$ cat config.mk
export PLATFORM = sky130hd
export DESIGN_NAME = tun_div_stage
export DESIGN_NICKNAME = d
export VERILOG_FILES = /design/src/sv/tun_div_stage.sv
export SDC_FILE = /design/constraint.sdc
export NUM_CORES = 1
export LEC_CHECK = 0
export ABC_AREA = 1
export BUFFER_PORTS_ARGS = -buffer_cell sky130_fd_sc_hd__buf_4
export CORE_MARGIN = 1
export CORE_UTILIZATION = 34
export DETAILED_ROUTE_END_ITERATION = 7
export PLACE_DENSITY_LB_ADDON = 0.12
export SETUP_SLACK_MARGIN = 0.5
export SLEW_MARGIN = 30
export SYNTH_ARGS = -nofsm -noshare
export SYNTH_HDL_FRONTEND = slang
export SYNTH_SLANG_ARGS = --single-unit
$ cat constraint.sdc
create_clock -name vclk -period 11.6
set_clock_uncertainty 0.05 [all_clocks]
set_input_delay 0.58 -clock vclk [all_inputs]
set_output_delay 0.58 -clock vclk [all_outputs]
set_load 0.01 [all_outputs]
$ cat src/sv/tun_div_stage.sv
`timescale 1ns / 1ps
module tun_div_stage #(
    parameter int W = 48,
    parameter int BITS = 4,
    parameter int DW = 32
) (
    input  logic [W-1:0]  i_rem,
    input  logic [DW-1:0] i_den,
    input  logic [BITS-1:0] i_q,
    input  logic [W-1:0]  i_num,
    output logic [W-1:0]  o_rem,
    output logic [W-1:0]  o_num,
    output logic [BITS-1:0] o_q
);
    // restoring division, BITS quotient bits per stage, numerator shifted in msb first
    logic [W:0] rem;
    logic [W-1:0] num;
    logic [BITS-1:0] q;
    always_comb begin
        rem = {1'b0, i_rem};
        num = i_num;
        q = i_q;
        for (int k = 0; k < BITS; k++) begin
            rem = {rem[W-1:0], num[W-1]};
            num = {num[W-2:0], 1'b0};
            if (rem >= {{(W+1-DW){1'b0}}, i_den}) begin
                rem = rem - {{(W+1-DW){1'b0}}, i_den};
                q = {q[BITS-2:0], 1'b1};
            end else begin
                q = {q[BITS-2:0], 1'b0};
            end
        end
        o_rem = rem[W-1:0];
        o_num = num;
        o_q = q;
    end
endmodule

# Word level (Yosys, flattened, before mapping)
# Cells that the tools add are included.
[word_totals]
wordCells = 16
regBits = 0
out_inout_bits = 100
in_bits = 132
[classes]
mux = 8
add_sub_neg = 4
n_lt_le_gt_ge = 4
[ops]
columns = ["operator", "n"]
rows = [
  ["49-bit by 32-bit greater-or-equal comparator with 1-bit output", 4],
  ["48-bit 2-to-1 mux", 4],
  ["48-bit by 32-bit subtractor with 48-bit output", 4],
  ["1-bit 2-to-1 mux", 4],
]

# Depth between registers and ports, before layout
# Gate-level depths: netlist of run 1.
[depth]
depth_word = 8
mapped_depth = 91
depth_no_buf = 79

# Least setup slack after synthesis of run 1
# OpenSTA, ideal clock, no wires.
[synth_path]
path_kind = "in2out"
start = "in i_den[28]"
end = "out o_rem[42]"
n_path_buf = 13
cell_stages = 86
setup_slack_ns = -0.060
required_ns = 10.970
t_arrival_ns = 11.030
path_cell_list = "inv_1 ha_1 nand2_1 nor2_1 inv_1 nor2_1 inv_1 nor2_1 nand2_2 nand2_2 buf_6 buf_6 clkbuf_1 inv_1 clkbuf_1 nand2_1 o21ai_0 ha_1 [... 50 more ...] nand3_1 nand2_1 nand3_1 nand2_1 nand3_1 nand2_1 a21oi_1 o21ai_0 nand4_1 o211ai_1 nand2_1 nand3_1 nand2_2 nand3_2 buf_6 buf_8 nand2_2 inv_2"
[synth_between]
elab_chain_cells = 8
word_cells_on_any_way = 12
classes_between = "4 x add/sub; 4 x order compare; 4 x mux"
[synth_lines]
columns = ["element", "line_no", "rtl"]
rows = [
  ["start, declared", "8", "input logic [DW-1:0] i_den,"],
  ["48-bit by 32-bit subtractor with 48-bit output / 49-bit by 32-bit greater-or-equal comparator with 1-bit output (equally long branches)", "27, 26", ""],
  ["48-bit 2-to-1 mux", "26", "if (rem >= {{(W+1-DW){1'b0}}, i_den}) begin"],
  ["48-bit by 32-bit subtractor with 48-bit output / 49-bit by 32-bit greater-or-equal comparator with 1-bit output (equally long branches)", "27, 26", ""],
  ["48-bit 2-to-1 mux", "26", ""],
  ["48-bit by 32-bit subtractor with 48-bit output / 49-bit by 32-bit greater-or-equal comparator with 1-bit output (equally long branches)", "27, 26", ""],
  ["48-bit 2-to-1 mux", "26", ""],
  ["48-bit by 32-bit subtractor with 48-bit output / 49-bit by 32-bit greater-or-equal comparator with 1-bit output (equally long branches)", "27, 26", ""],
  ["48-bit 2-to-1 mux *", "26", ""],
  ["end, declared", "11", "output logic [W-1:0] o_rem,"],
]
# Mark *: on every way between the ends. The rest lies on a longest branch, timed or not.

# Final worst setup path of run 1
[layout_path]
start = "in i_den[20]"
end = "out o_rem[1]"
[layout_between]
elab_chain_cells = 8
word_cells_on_any_way = 12
classes_between = "4 x add/sub; 4 x order compare; 4 x mux"
[layout_lines]
columns = ["element", "line_no"]
rows = [
  ["48-bit by 32-bit subtractor with 48-bit output / 49-bit by 32-bit greater-or-equal comparator with 1-bit output (equally long branches)", "27, 26"],
  ["48-bit 2-to-1 mux", "26"],
  ["48-bit by 32-bit subtractor with 48-bit output / 49-bit by 32-bit greater-or-equal comparator with 1-bit output (equally long branches)", "27, 26"],
  ["48-bit 2-to-1 mux", "26"],
  ["49-bit by 32-bit greater-or-equal comparator with 1-bit output / 48-bit by 32-bit subtractor with 48-bit output (equally long branches)", "26, 27"],
  ["48-bit 2-to-1 mux", "26"],
  ["48-bit by 32-bit subtractor with 48-bit output / 49-bit by 32-bit greater-or-equal comparator with 1-bit output (equally long branches)", "27, 26"],
  ["48-bit 2-to-1 mux *", "26"],
]
# Marks and branches as above.

==> results by group, run 1 <==
Pwr
  – Clk pwr share: 0%
  – Maximum vdd drop: 0.000317 V
  – Comb power frac: 100.0%
  – Leakage: approximately 8.8 nW
  – Net switching component of the power: 0.00298 W
  – Power Density: 324 nW/um2
  – Internal power of the cells: 0.00274 W
  – Sw Ratio: 52.1%
  – Part of the power in registers: 0%

Yosys
  – Library cell occupying the most area in the post-synthesis netlist: sky130_fd_sc_hd__nand2_1
  – Netlist Area Pre-Place: 12800 um2
  – Fraction of the yosys area taken by sequential cells: 0%
  – Number of cells produced by synthesis: approximately 2500
  – Post-synth top area share: 23.5%
  – Warnings from Yosys: 0
  – Leading post-synthesis cells by cell area: sky130_fd_sc_hd__nand2_1 (23%), sky130_fd_sc_hd__ha_1 (12%), sky130_fd_sc_hd__inv_1 (10%), sky130_fd_sc_hd__nor2_1 (7.4%), sky130_fd_sc_hd__o21ai_0 (6.3%)
  – Number of distinct standard cells referenced by the synthesized netlist: 46
  – Avg Synthesized Cell Area: approximately 5.2 um2

Floorplan
  – Area enclosed by the die boundary: 38500 um2
  – Ports placed on the boundary: 232
  – Core Footprint: 36900 um2
  – Effective utilization at floorplan: between 30% and 40%
  – Vert. Die Dim: a little under 200 um
  – Die boundary width: 196 um
  – Std cell rows: 70

Placed design
  – Cell area reported after detailed placement: between 15000 and 20000 um2
  – Final weighted congestion in routability-driven placement: 0.986
  – Number of placed cells counting well taps: 3239
  – HPWL after DPL: around 46 mm
  – Number of I/O port buffers: 136

Timing
  – Max frequency: 93.7 MHz
  – Setup violation total in the final timing report: 0
  – Total Negative Setup Slacks: 0 ns
  – Max transition margin: 58.2%
  – Slew at the pin closest to its max-slew limit: 0.621 ns
  – Number of hold-slack violations in the final timing report: 0
  – RSZ-0062 raised after global routing: yes
  – Tcrit/Tclk final: between 90% and 100%
  – Pins Over Slew Limit: 0
  – Worst-case hold slack: 1.11 ns
  – Crit path time final: 10.67 ns

Cells and area
  – Seq Cell Count: 0
  – Commonest non-fill, non-tap cell in the layout: sky130_fd_sc_hd__nand2_1
  – Area Overhead vs Synth: 37.6%
  – Post-route design area: 17700 um2
  – Final-layout clock buffer total: 0
  – Fill cell total of the finished layout: between 4000 and 5000
  – Final Net Count: 3071
  – Multi-input gate area: 12000 um2
  – Fraction of layout cells with a size suffix above 1: ~28%
  – Area taken by flip-flops and latches: 0 um2
  – Commonest cells after routing, fill and taps aside: sky130_fd_sc_hd__nand2_1 (704), sky130_fd_sc_hd__buf_4 (334), sky130_fd_sc_hd__inv_1 (310)
  – Number of antenna repair diodes: 0
  – Cell Count, Final, Fillers Out: ~3300

Critical path
  – Required arrival time at the worst endpoint: 10.97 ns
  – Startpoint type of the worst setup path: input port
  – Crit path DAT: around 10 ns
  – Category of the most critical setup path: in -> out
  – Cell with the most instances on the worst path: sky130_fd_sc_hd__nand2_2
  – Cell with the largest stage delay on the worst path: sky130_fd_sc_hd__ha_4
  – Critical path capture point type: output port
  – Largest fanout of any net on the critical path: 8
  – Slowest Stage Delay on Critical Path: 0.35 ns

Global routing
  – Final global-route overflow total: 0
  – Initial antenna violation count: 0
  – Maximum number of pins on one net before global-route repair: 34
  – Total global routing track utilization: 27.1%
  – Vias in the first global route: 15400
  – Global-route wire length before repair: 82.0 mm

Run status
  – Outcome: complete, no violations

Drt
  – Via-to-Cell Ratio: 5.01
  – Total Wirelength: ~55 mm
  – Post-route antenna net violation count: 0
  – Drt first-iter violations: around 1200
  – Via count: between 15000 and 20000
  – DRC violations left: 0
  – Wirelength per Cell: 16.5 um
  – Count of TritonRoute iterations in the first routing pass: 5

Hold path
  – Min-Delay Startpoint: i_num[7]
  – Worst min-delay path class: in -> out
  – Hold worst-path end: o_num[11]
  – Depth of the worst hold-timing path: 0

Run
  – Reported max-cap violation count: 0

Clock network
  – Hold bufs inserted after CTS: 0
## power by group through the flow
stage	Clock (W)	Combinational, W	Sequential [W]
after floorplan	0	0.00273	0
after detailed placement	0	0.00470	0
after global placement	0	0.00468	0
after CTS	0	0.00479	0
after global routing	0	0.00626	0
final	0	0.00572	0
## repair_timing
action / 4_1_cts / 5_1_grt
setup buffers: 23 / 38
resized for setup: 81 / 326
pin swaps: 23 / 102
endpoints found under the hold margin: 0 / 0
cloned: 5 / 4
endpoints found under the setup margin: 49 / 49
## layer usage
| layer | global-route usage (%) | wire length [um] | up-vias |
|---|---|---|---|
| met3 | 1.51 | 2580 | 63 |
| met2 | 44.7 | 24300 | 453 |
| met1 | 37.6 | 25700 | 7482 |
| met4 | 8.19 | 2050 | 0 |
| li1 | - | - | 8569 |
| met5 | 0 | 0 | - |
## worst max-delay path by stage
stage	startpoint	end	slack [ns]	depth (start not counted)
6_report	i_den[20]	o_rem[1]	0.93	81
5_1_grt	i_den[12]	o_rem[23]	0.33	85
4_1_cts	i_den[20]	o_rem[30]	0.53	82
3_5_place_dp	i_den[17]	o_rem[35]	0.05	78
3_3_place_gp	i_den[17]	o_rem[43]	0.14	74
2_1_floorplan	i_den[28]	o_rem[42]	0.52	85
## logic make-up (layout without fill, tap and decap cells)
| group | count (synthesis) | after routing | synth area share [%] |
|---|---|---|---|
| buf+inv | 472 | 784 | 15.9 |
| simple gates | 1379 | 1380 | 46.5 |
| xor+xnor | 127 | 127 | 8.67 |
| compound gates | 378 | 378 | 15.8 |
| other cells | 1 | 4 | 0.0292 |
| fa+ha+maj | 132 | 132 | 13.1 |
## Yosys cell counts, drive strengths merged
master  instances
a21boi          6
xor2           62
o21bai         11
and3            1
buf            70
nand4          78
a31oi          11
o21a            9
nor4            7
o221ai          1
nand3         137
o21ai         171
o211ai          7
nor2          275
nand3b         11
nor3           20
and2            5
ha            128
or2             8
fa              4
inv           377
clkinv          4
clkbuf         21
a221oi          1
nand2         837
xnor2          65
conb            1
a21o            8
a21oi         153
## critical path, delay by kind of cell
kind | cells | cell delay [ns]
AO/OA/AOI/OAI | 15 | 1.83
AND/OR/NAND/NOR | 45 | 4.41
adder cells (fa/ha/maj) | 4 | 1.18
buffers and inverters | 17 | 1.98
## area by class of cell
cell class         count  area share [%]
well taps            504            3.57
repair buffers       403            19.7
multi-input cells   2021            68.1
inverters            381            8.55
## metrics by stage
stage          setup slack (ns)  total power, W  utilization [%]
4_1_cts                   0.532         0.00479             43.8
3_3_place_gp              0.143         0.00468             41.8
2_1_floorplan             0.525         0.00273                -
6_report                  0.927         0.00572             47.9
5_1_grt                   0.334         0.00626             47.9
3_5_place_dp             0.0483         0.00470             41.8
Power figures use the tool's default switching activity.
==> run 2: changes to the inputs <==
--- a/config.mk
+++ b/config.mk
@@ -11,6 +11,7 @@
 export CORE_UTILIZATION = 34
 export DETAILED_ROUTE_END_ITERATION = 7
 export PLACE_DENSITY_LB_ADDON = 0.12
+export RECOVER_POWER = 50
 export SETUP_SLACK_MARGIN = 0.5
 export SLEW_MARGIN = 30
 export SYNTH_ARGS = -nofsm -noshare
==> constraint.sdc (replaced) <==
create_clock -name vclk -period 11.6
set_clock_uncertainty 0.05 [all_clocks]
set_input_delay 0.58 -clock vclk [all_inputs]
set_output_delay 0.58 -clock vclk [all_outputs]
set_load 0.1 [all_outputs]
==> results by group, run 2 (synthesis results as in run 1) <==
Floorplan
  – Core Footprint: roughly 37000 um2
  – Ports placed on the boundary: 232
  – Vert. Die Dim: 196 um
  – Die boundary width: 196 um
  – Area enclosed by the die boundary: 38500 um2
  – Effective utilization at floorplan: 34.8%
  – Std cell rows: 70

Run status
  – Outcome: complete, no violations

Cells and area
  – Fraction of layout cells with a size suffix above 1: 29.1%
  – Number of antenna repair diodes: 0
  – Area taken by flip-flops and latches: 0 um2
  – Seq Cell Count: 0
  – Final Net Count: 3148
  – Final-layout clock buffer total: 0
  – Commonest non-fill, non-tap cell in the layout: sky130_fd_sc_hd__nand2_1
  – Area Overhead vs Synth: 44.5%
  – Commonest cells after routing, fill and taps aside: sky130_fd_sc_hd__nand2_1 (723), sky130_fd_sc_hd__buf_4 (404), sky130_fd_sc_hd__inv_1 (306)

Global routing
  – Maximum number of pins on one net before global-route repair: 49
  – Initial antenna violation count: 0
  – Global-route wire length before repair: around 84 mm
  – Total global routing track utilization: 27.6%
  – Vias in the first global route: roughly 16000
  – Final global-route overflow total: 0

Timing
  – Max transition margin: 21.3%
  – Slew at the pin closest to its max-slew limit: 1.19 ns
  – Max frequency: ~93 MHz
  – RSZ-0062 raised after global routing: yes
  – Setup violation total in the final timing report: 0
  – Post-route worst setup slack: 0.884 ns
  – Worst-case hold slack: 1.11 ns
  – Number of hold-slack violations in the final timing report: 0
  – Tcrit/Tclk final: 92.4%
  – Crit path time final: around 11 ns
  – Pins Over Slew Limit: 0

Critical path
  – Crit path DAT: 10.09 ns
  – Category of the most critical setup path: in -> out
  – Largest fanout of any net on the critical path: 6
  – Timing endpoint of the critical path: o_rem[41]
  – Cell with the most instances on the worst path: sky130_fd_sc_hd__nand2_2
  – Cell with the largest stage delay on the worst path: sky130_fd_sc_hd__clkbuf_2
  – Worst setup path start: i_den[23]
  – Startpoint type of the worst setup path: input port
  – Critical path capture point type: output port
  – Slowest Stage Delay on Critical Path: 0.44 ns
  – Required arrival time at the worst endpoint: 10.97 ns

Run
  – Reported max-cap violation count: 0

Placed design
  – Worst setup slack before clock tree synthesis: -0.180 ns
  – HPWL after DPL: 47.6 mm
  – Final weighted congestion in routability-driven placement: 0.965
  – Number of I/O port buffers: 136

Drt
  – Total Wirelength: 56.5 mm
  – Count of TritonRoute iterations in the first routing pass: 5
  – Via-to-Cell Ratio: 5.04
  – Drt first-iter violations: 1106
  – DRC violations left: 0
  – Via count: 17100
  – Post-route antenna net violation count: 0
  – Wirelength per Cell: 16.7 um

Hold path
  – Worst min-delay path class: in -> out
-- run 2: changes by cell type in the layout (fill, tap and decap cells not counted), sizes merged --
| cell | before | now |
|---|---|---|
| buf | 399 | 469 |
| clkbuf | 4 | 10 |
| clkinvlp | 17 | 21 |
| inv | 361 | 357 |
| nor2 | 276 | 277 |
-- run 2: worst min path at each step --
stage               startpoint   endpoint  slack [ns]  cells past startpoint
floorplan             i_num[6]  o_num[10]        1.32                      1
global placement      i_num[6]  o_num[10]        1.11                      0
detailed placement    i_num[6]  o_num[10]        1.11                      0
CTS                   i_num[6]  o_num[10]        1.11                      0
global route         i_num[27]  o_num[31]        1.11                      0
finish               i_num[17]  o_num[21]        1.11                      0
-- run 2: repair_timing --
| action | CTS | global route |
|---|---|---|
| gates resized for setup | 171 | 211 |
| pin swaps | 16 | 75 |
| hold buffers | 0 | 0 |
| gates cloned | 3 | 9 |
| setup endpoints to repair | 49 | 49 |
| buffers inserted | 12 | 41 |
-- run 2: routing by layer --
layer	wire length, um	track usage (%)	vias up
met4	1540	6.25	0
met3	2840	0.963	52
li1	-	-	8732
met5	0	0	-
met2	25500	46.3	525
met1	26600	38.8	7744
-- run 2: final cells by class --
| cell class | instances | area [um2] |
|---|---|---|
| Multi-Input combinational cell | 2022 | 12000 |
| Timing Repair Buffer | 479 | 4300 |
| Tap cell | 504 | 631 |
| Inverter | 381 | 1590 |
| Fill cell | 3958 | 18300 |
-- run 2: worst max-delay path, delay by kind of cell --
kind            cells  cell delay (ns)
buf+inv            13             1.71
compound gates     14             1.71
fa+ha+maj           4             1.16
simple gates       49             4.89
-- run 2: metrics by stage --
stage | instance area, um2 | util, % | TNS (ns) | cells
after floorplan | 13200 | - | 0 | 2492
after global placement | 16400 | 44.4 | -0.213 | 3321
after detailed placement | 16400 | 44.4 | -6.01 | 3321
after CTS | 17300 | 46.8 | 0 | 3336
after global routing | 18500 | 50.3 | 0 | 3386
final | 18500 | 50.3 | 0 | 3386
Power of run 2 is not shown: default switching activity piles up to over one toggle a cycle in this logic, so the estimate is an artifact.
==> run 3: changes to the inputs <==
--- a/config.mk
+++ b/config.mk
@@ -7,6 +7,7 @@
 export LEC_CHECK = 0
 export ABC_AREA = 1
 export BUFFER_PORTS_ARGS = -buffer_cell sky130_fd_sc_hd__buf_4
+export CORE_ASPECT_RATIO = 0.6
 export CORE_MARGIN = 1
 export CORE_UTILIZATION = 34
 export DETAILED_ROUTE_END_ITERATION = 7
==> results by group, run 3 (synthesis results as in run 1) <==
Critical path
  – Category of the most critical setup path: in -> out
  – Cell family contributing the most delay on the critical path: simple AND/OR/NAND/NOR gates
  – Required arrival time at the worst endpoint: 10.97 ns
  – Critical path capture point type: output port
  – Crit path DAT: 10.25 ns
  – Cell with the most instances on the worst path: sky130_fd_sc_hd__nand2_2
  – Largest fanout of any net on the critical path: 8
  – Slowest Stage Delay on Critical Path: about 0.36 ns
  – Number of buffer and inverter stages on the critical path: 17
  – Startpoint type of the worst setup path: input port
  – Cell with the largest stage delay on the worst path: sky130_fd_sc_hd__ha_4

Floorplan
  – Die boundary width: 253 um
  – Core Footprint: 36800 um2
  – Effective utilization at floorplan: 34.9%
  – Std cell rows: 54
  – Vert. Die Dim: 153 um
  – Area enclosed by the die boundary: 38600 um2
  – Ports placed on the boundary: around 230

Cells and area
  – Area Overhead vs Synth: 57.5%
  – Multi-input gate area: 12300 um2
  – Number of antenna repair diodes: 0
  – Fill cell total of the finished layout: 3836
  – Commonest non-fill, non-tap cell in the layout: sky130_fd_sc_hd__nand2_1
  – Commonest cells after routing, fill and taps aside: sky130_fd_sc_hd__nand2_1 (697), sky130_fd_sc_hd__buf_4 (560), sky130_fd_sc_hd__inv_1 (311)
  – Cell Count, Final, Fillers Out: 3549
  – Area taken by flip-flops and latches: 0 um2
  – Fraction of layout cells with a size suffix above 1: 33.9%
  – Seq Cell Count: 0
  – Final-layout clock buffer total: 0
  – Final Net Count: between 3000 and 4000

Run status
  – Outcome: complete, no violations

Global routing
  – Final global-route overflow total: 0
  – Total global routing track utilization: 28.6%
  – Vias in the first global route: 15700
  – Global-route wire length before repair: around 87 mm
  – Initial antenna violation count: 1
  – Maximum number of pins on one net before global-route repair: 44

Placed design
  – Number of placed cells counting well taps: 3486
  – Final weighted congestion in routability-driven placement: 0.998
  – Number of I/O port buffers: 136
  – HPWL after DPL: 49.8 mm

Timing
  – RSZ-0062 raised after global routing: yes
  – Max transition margin: around 23%
  – Tcrit/Tclk final: 93.8%
  – Worst-case hold slack: 1.11 ns
  – Pins Over Slew Limit: 0
  – Crit path time final: 10.88 ns
  – Max frequency: about 90 MHz
  – Number of hold-slack violations in the final timing report: 0
  – Setup violation total in the final timing report: 0
  – Slew at the pin closest to its max-slew limit: 1.16 ns

Drt
  – Count of TritonRoute iterations in the first routing pass: 6
  – Via-to-Cell Ratio: 5.00
  – Drt first-iter violations: 1659
  – Post-route antenna net violation count: 0
  – Wirelength per Cell: 16.8 um
  – Via count: 17700
  – Total Wirelength: 59.5 mm
  – DRC violations left: 0

Clock network
  – Hold bufs inserted after CTS: 0

Hold path
  – Worst min-delay path class: in -> out

Run
  – Reported max-cap violation count: 0
run 3: cell count changes in the layout (fill, tap and decap cells not counted), moves of 9 or more:
cell / previous run / this run
sky130_fd_sc_hd__nand2_4: 32 / 58
sky130_fd_sc_hd__buf_8: 12 / 3
sky130_fd_sc_hd__nand2_1: 723 / 697
sky130_fd_sc_hd__buf_12: 35 / 57
sky130_fd_sc_hd__clkinvlp_4: 21 / 11
sky130_fd_sc_hd__buf_4: 404 / 560
run 3: metal layers:
metal	share of wire [%]	GRT usage, %
met1	51	44.9
met2	40	41.3
met3	8.7	4.48
met4	0.79	2.66
met5	0	0
run 3: what timing repair did:
item                                    CTS  global route
pin swaps                                 8            91
gates resized for setup                 167           330
cloned                                    3             3
setup buffers                             7            50
endpoints found under the setup margin   49            49
run 3: cell type report:
| cell class | count | area share, % |
|---|---|---|
| repair buffers | 643 | 28.3 |
| well taps | 504 | 3.12 |
| multi-input cells | 2021 | 60.9 |
| inverters | 381 | 7.69 |
run 3: path summary, 6_finish.rpt:
| kind | startpoint | to | slack (ns) | cells after the start |
|---|---|---|---|---|
| setup / recovery | i_den[11] | o_rem[6] | 0.72 | 83 |
| hold / removal | i_num[22] | o_num[26] | 1.11 | 0 |
run 3: through the flow:
step / setup TNS [ns] / util [%] / setup WS [ns] / area, um2
5_1_grt: 0 / 55.0 / 0.0537 / 20200
6_report: 0 / 55.0 / 0.719 / 20200
2_1_floorplan: 0 / - / 0.510 / 13200
4_1_cts: 0 / 50.0 / 0.509 / 18400
3_5_place_dp: -3.44 / 47.9 / -0.119 / 17600
3_3_place_gp: -0.356 / 47.9 / -0.0354 / 17600
Power of run 3 is left out for the same reason.
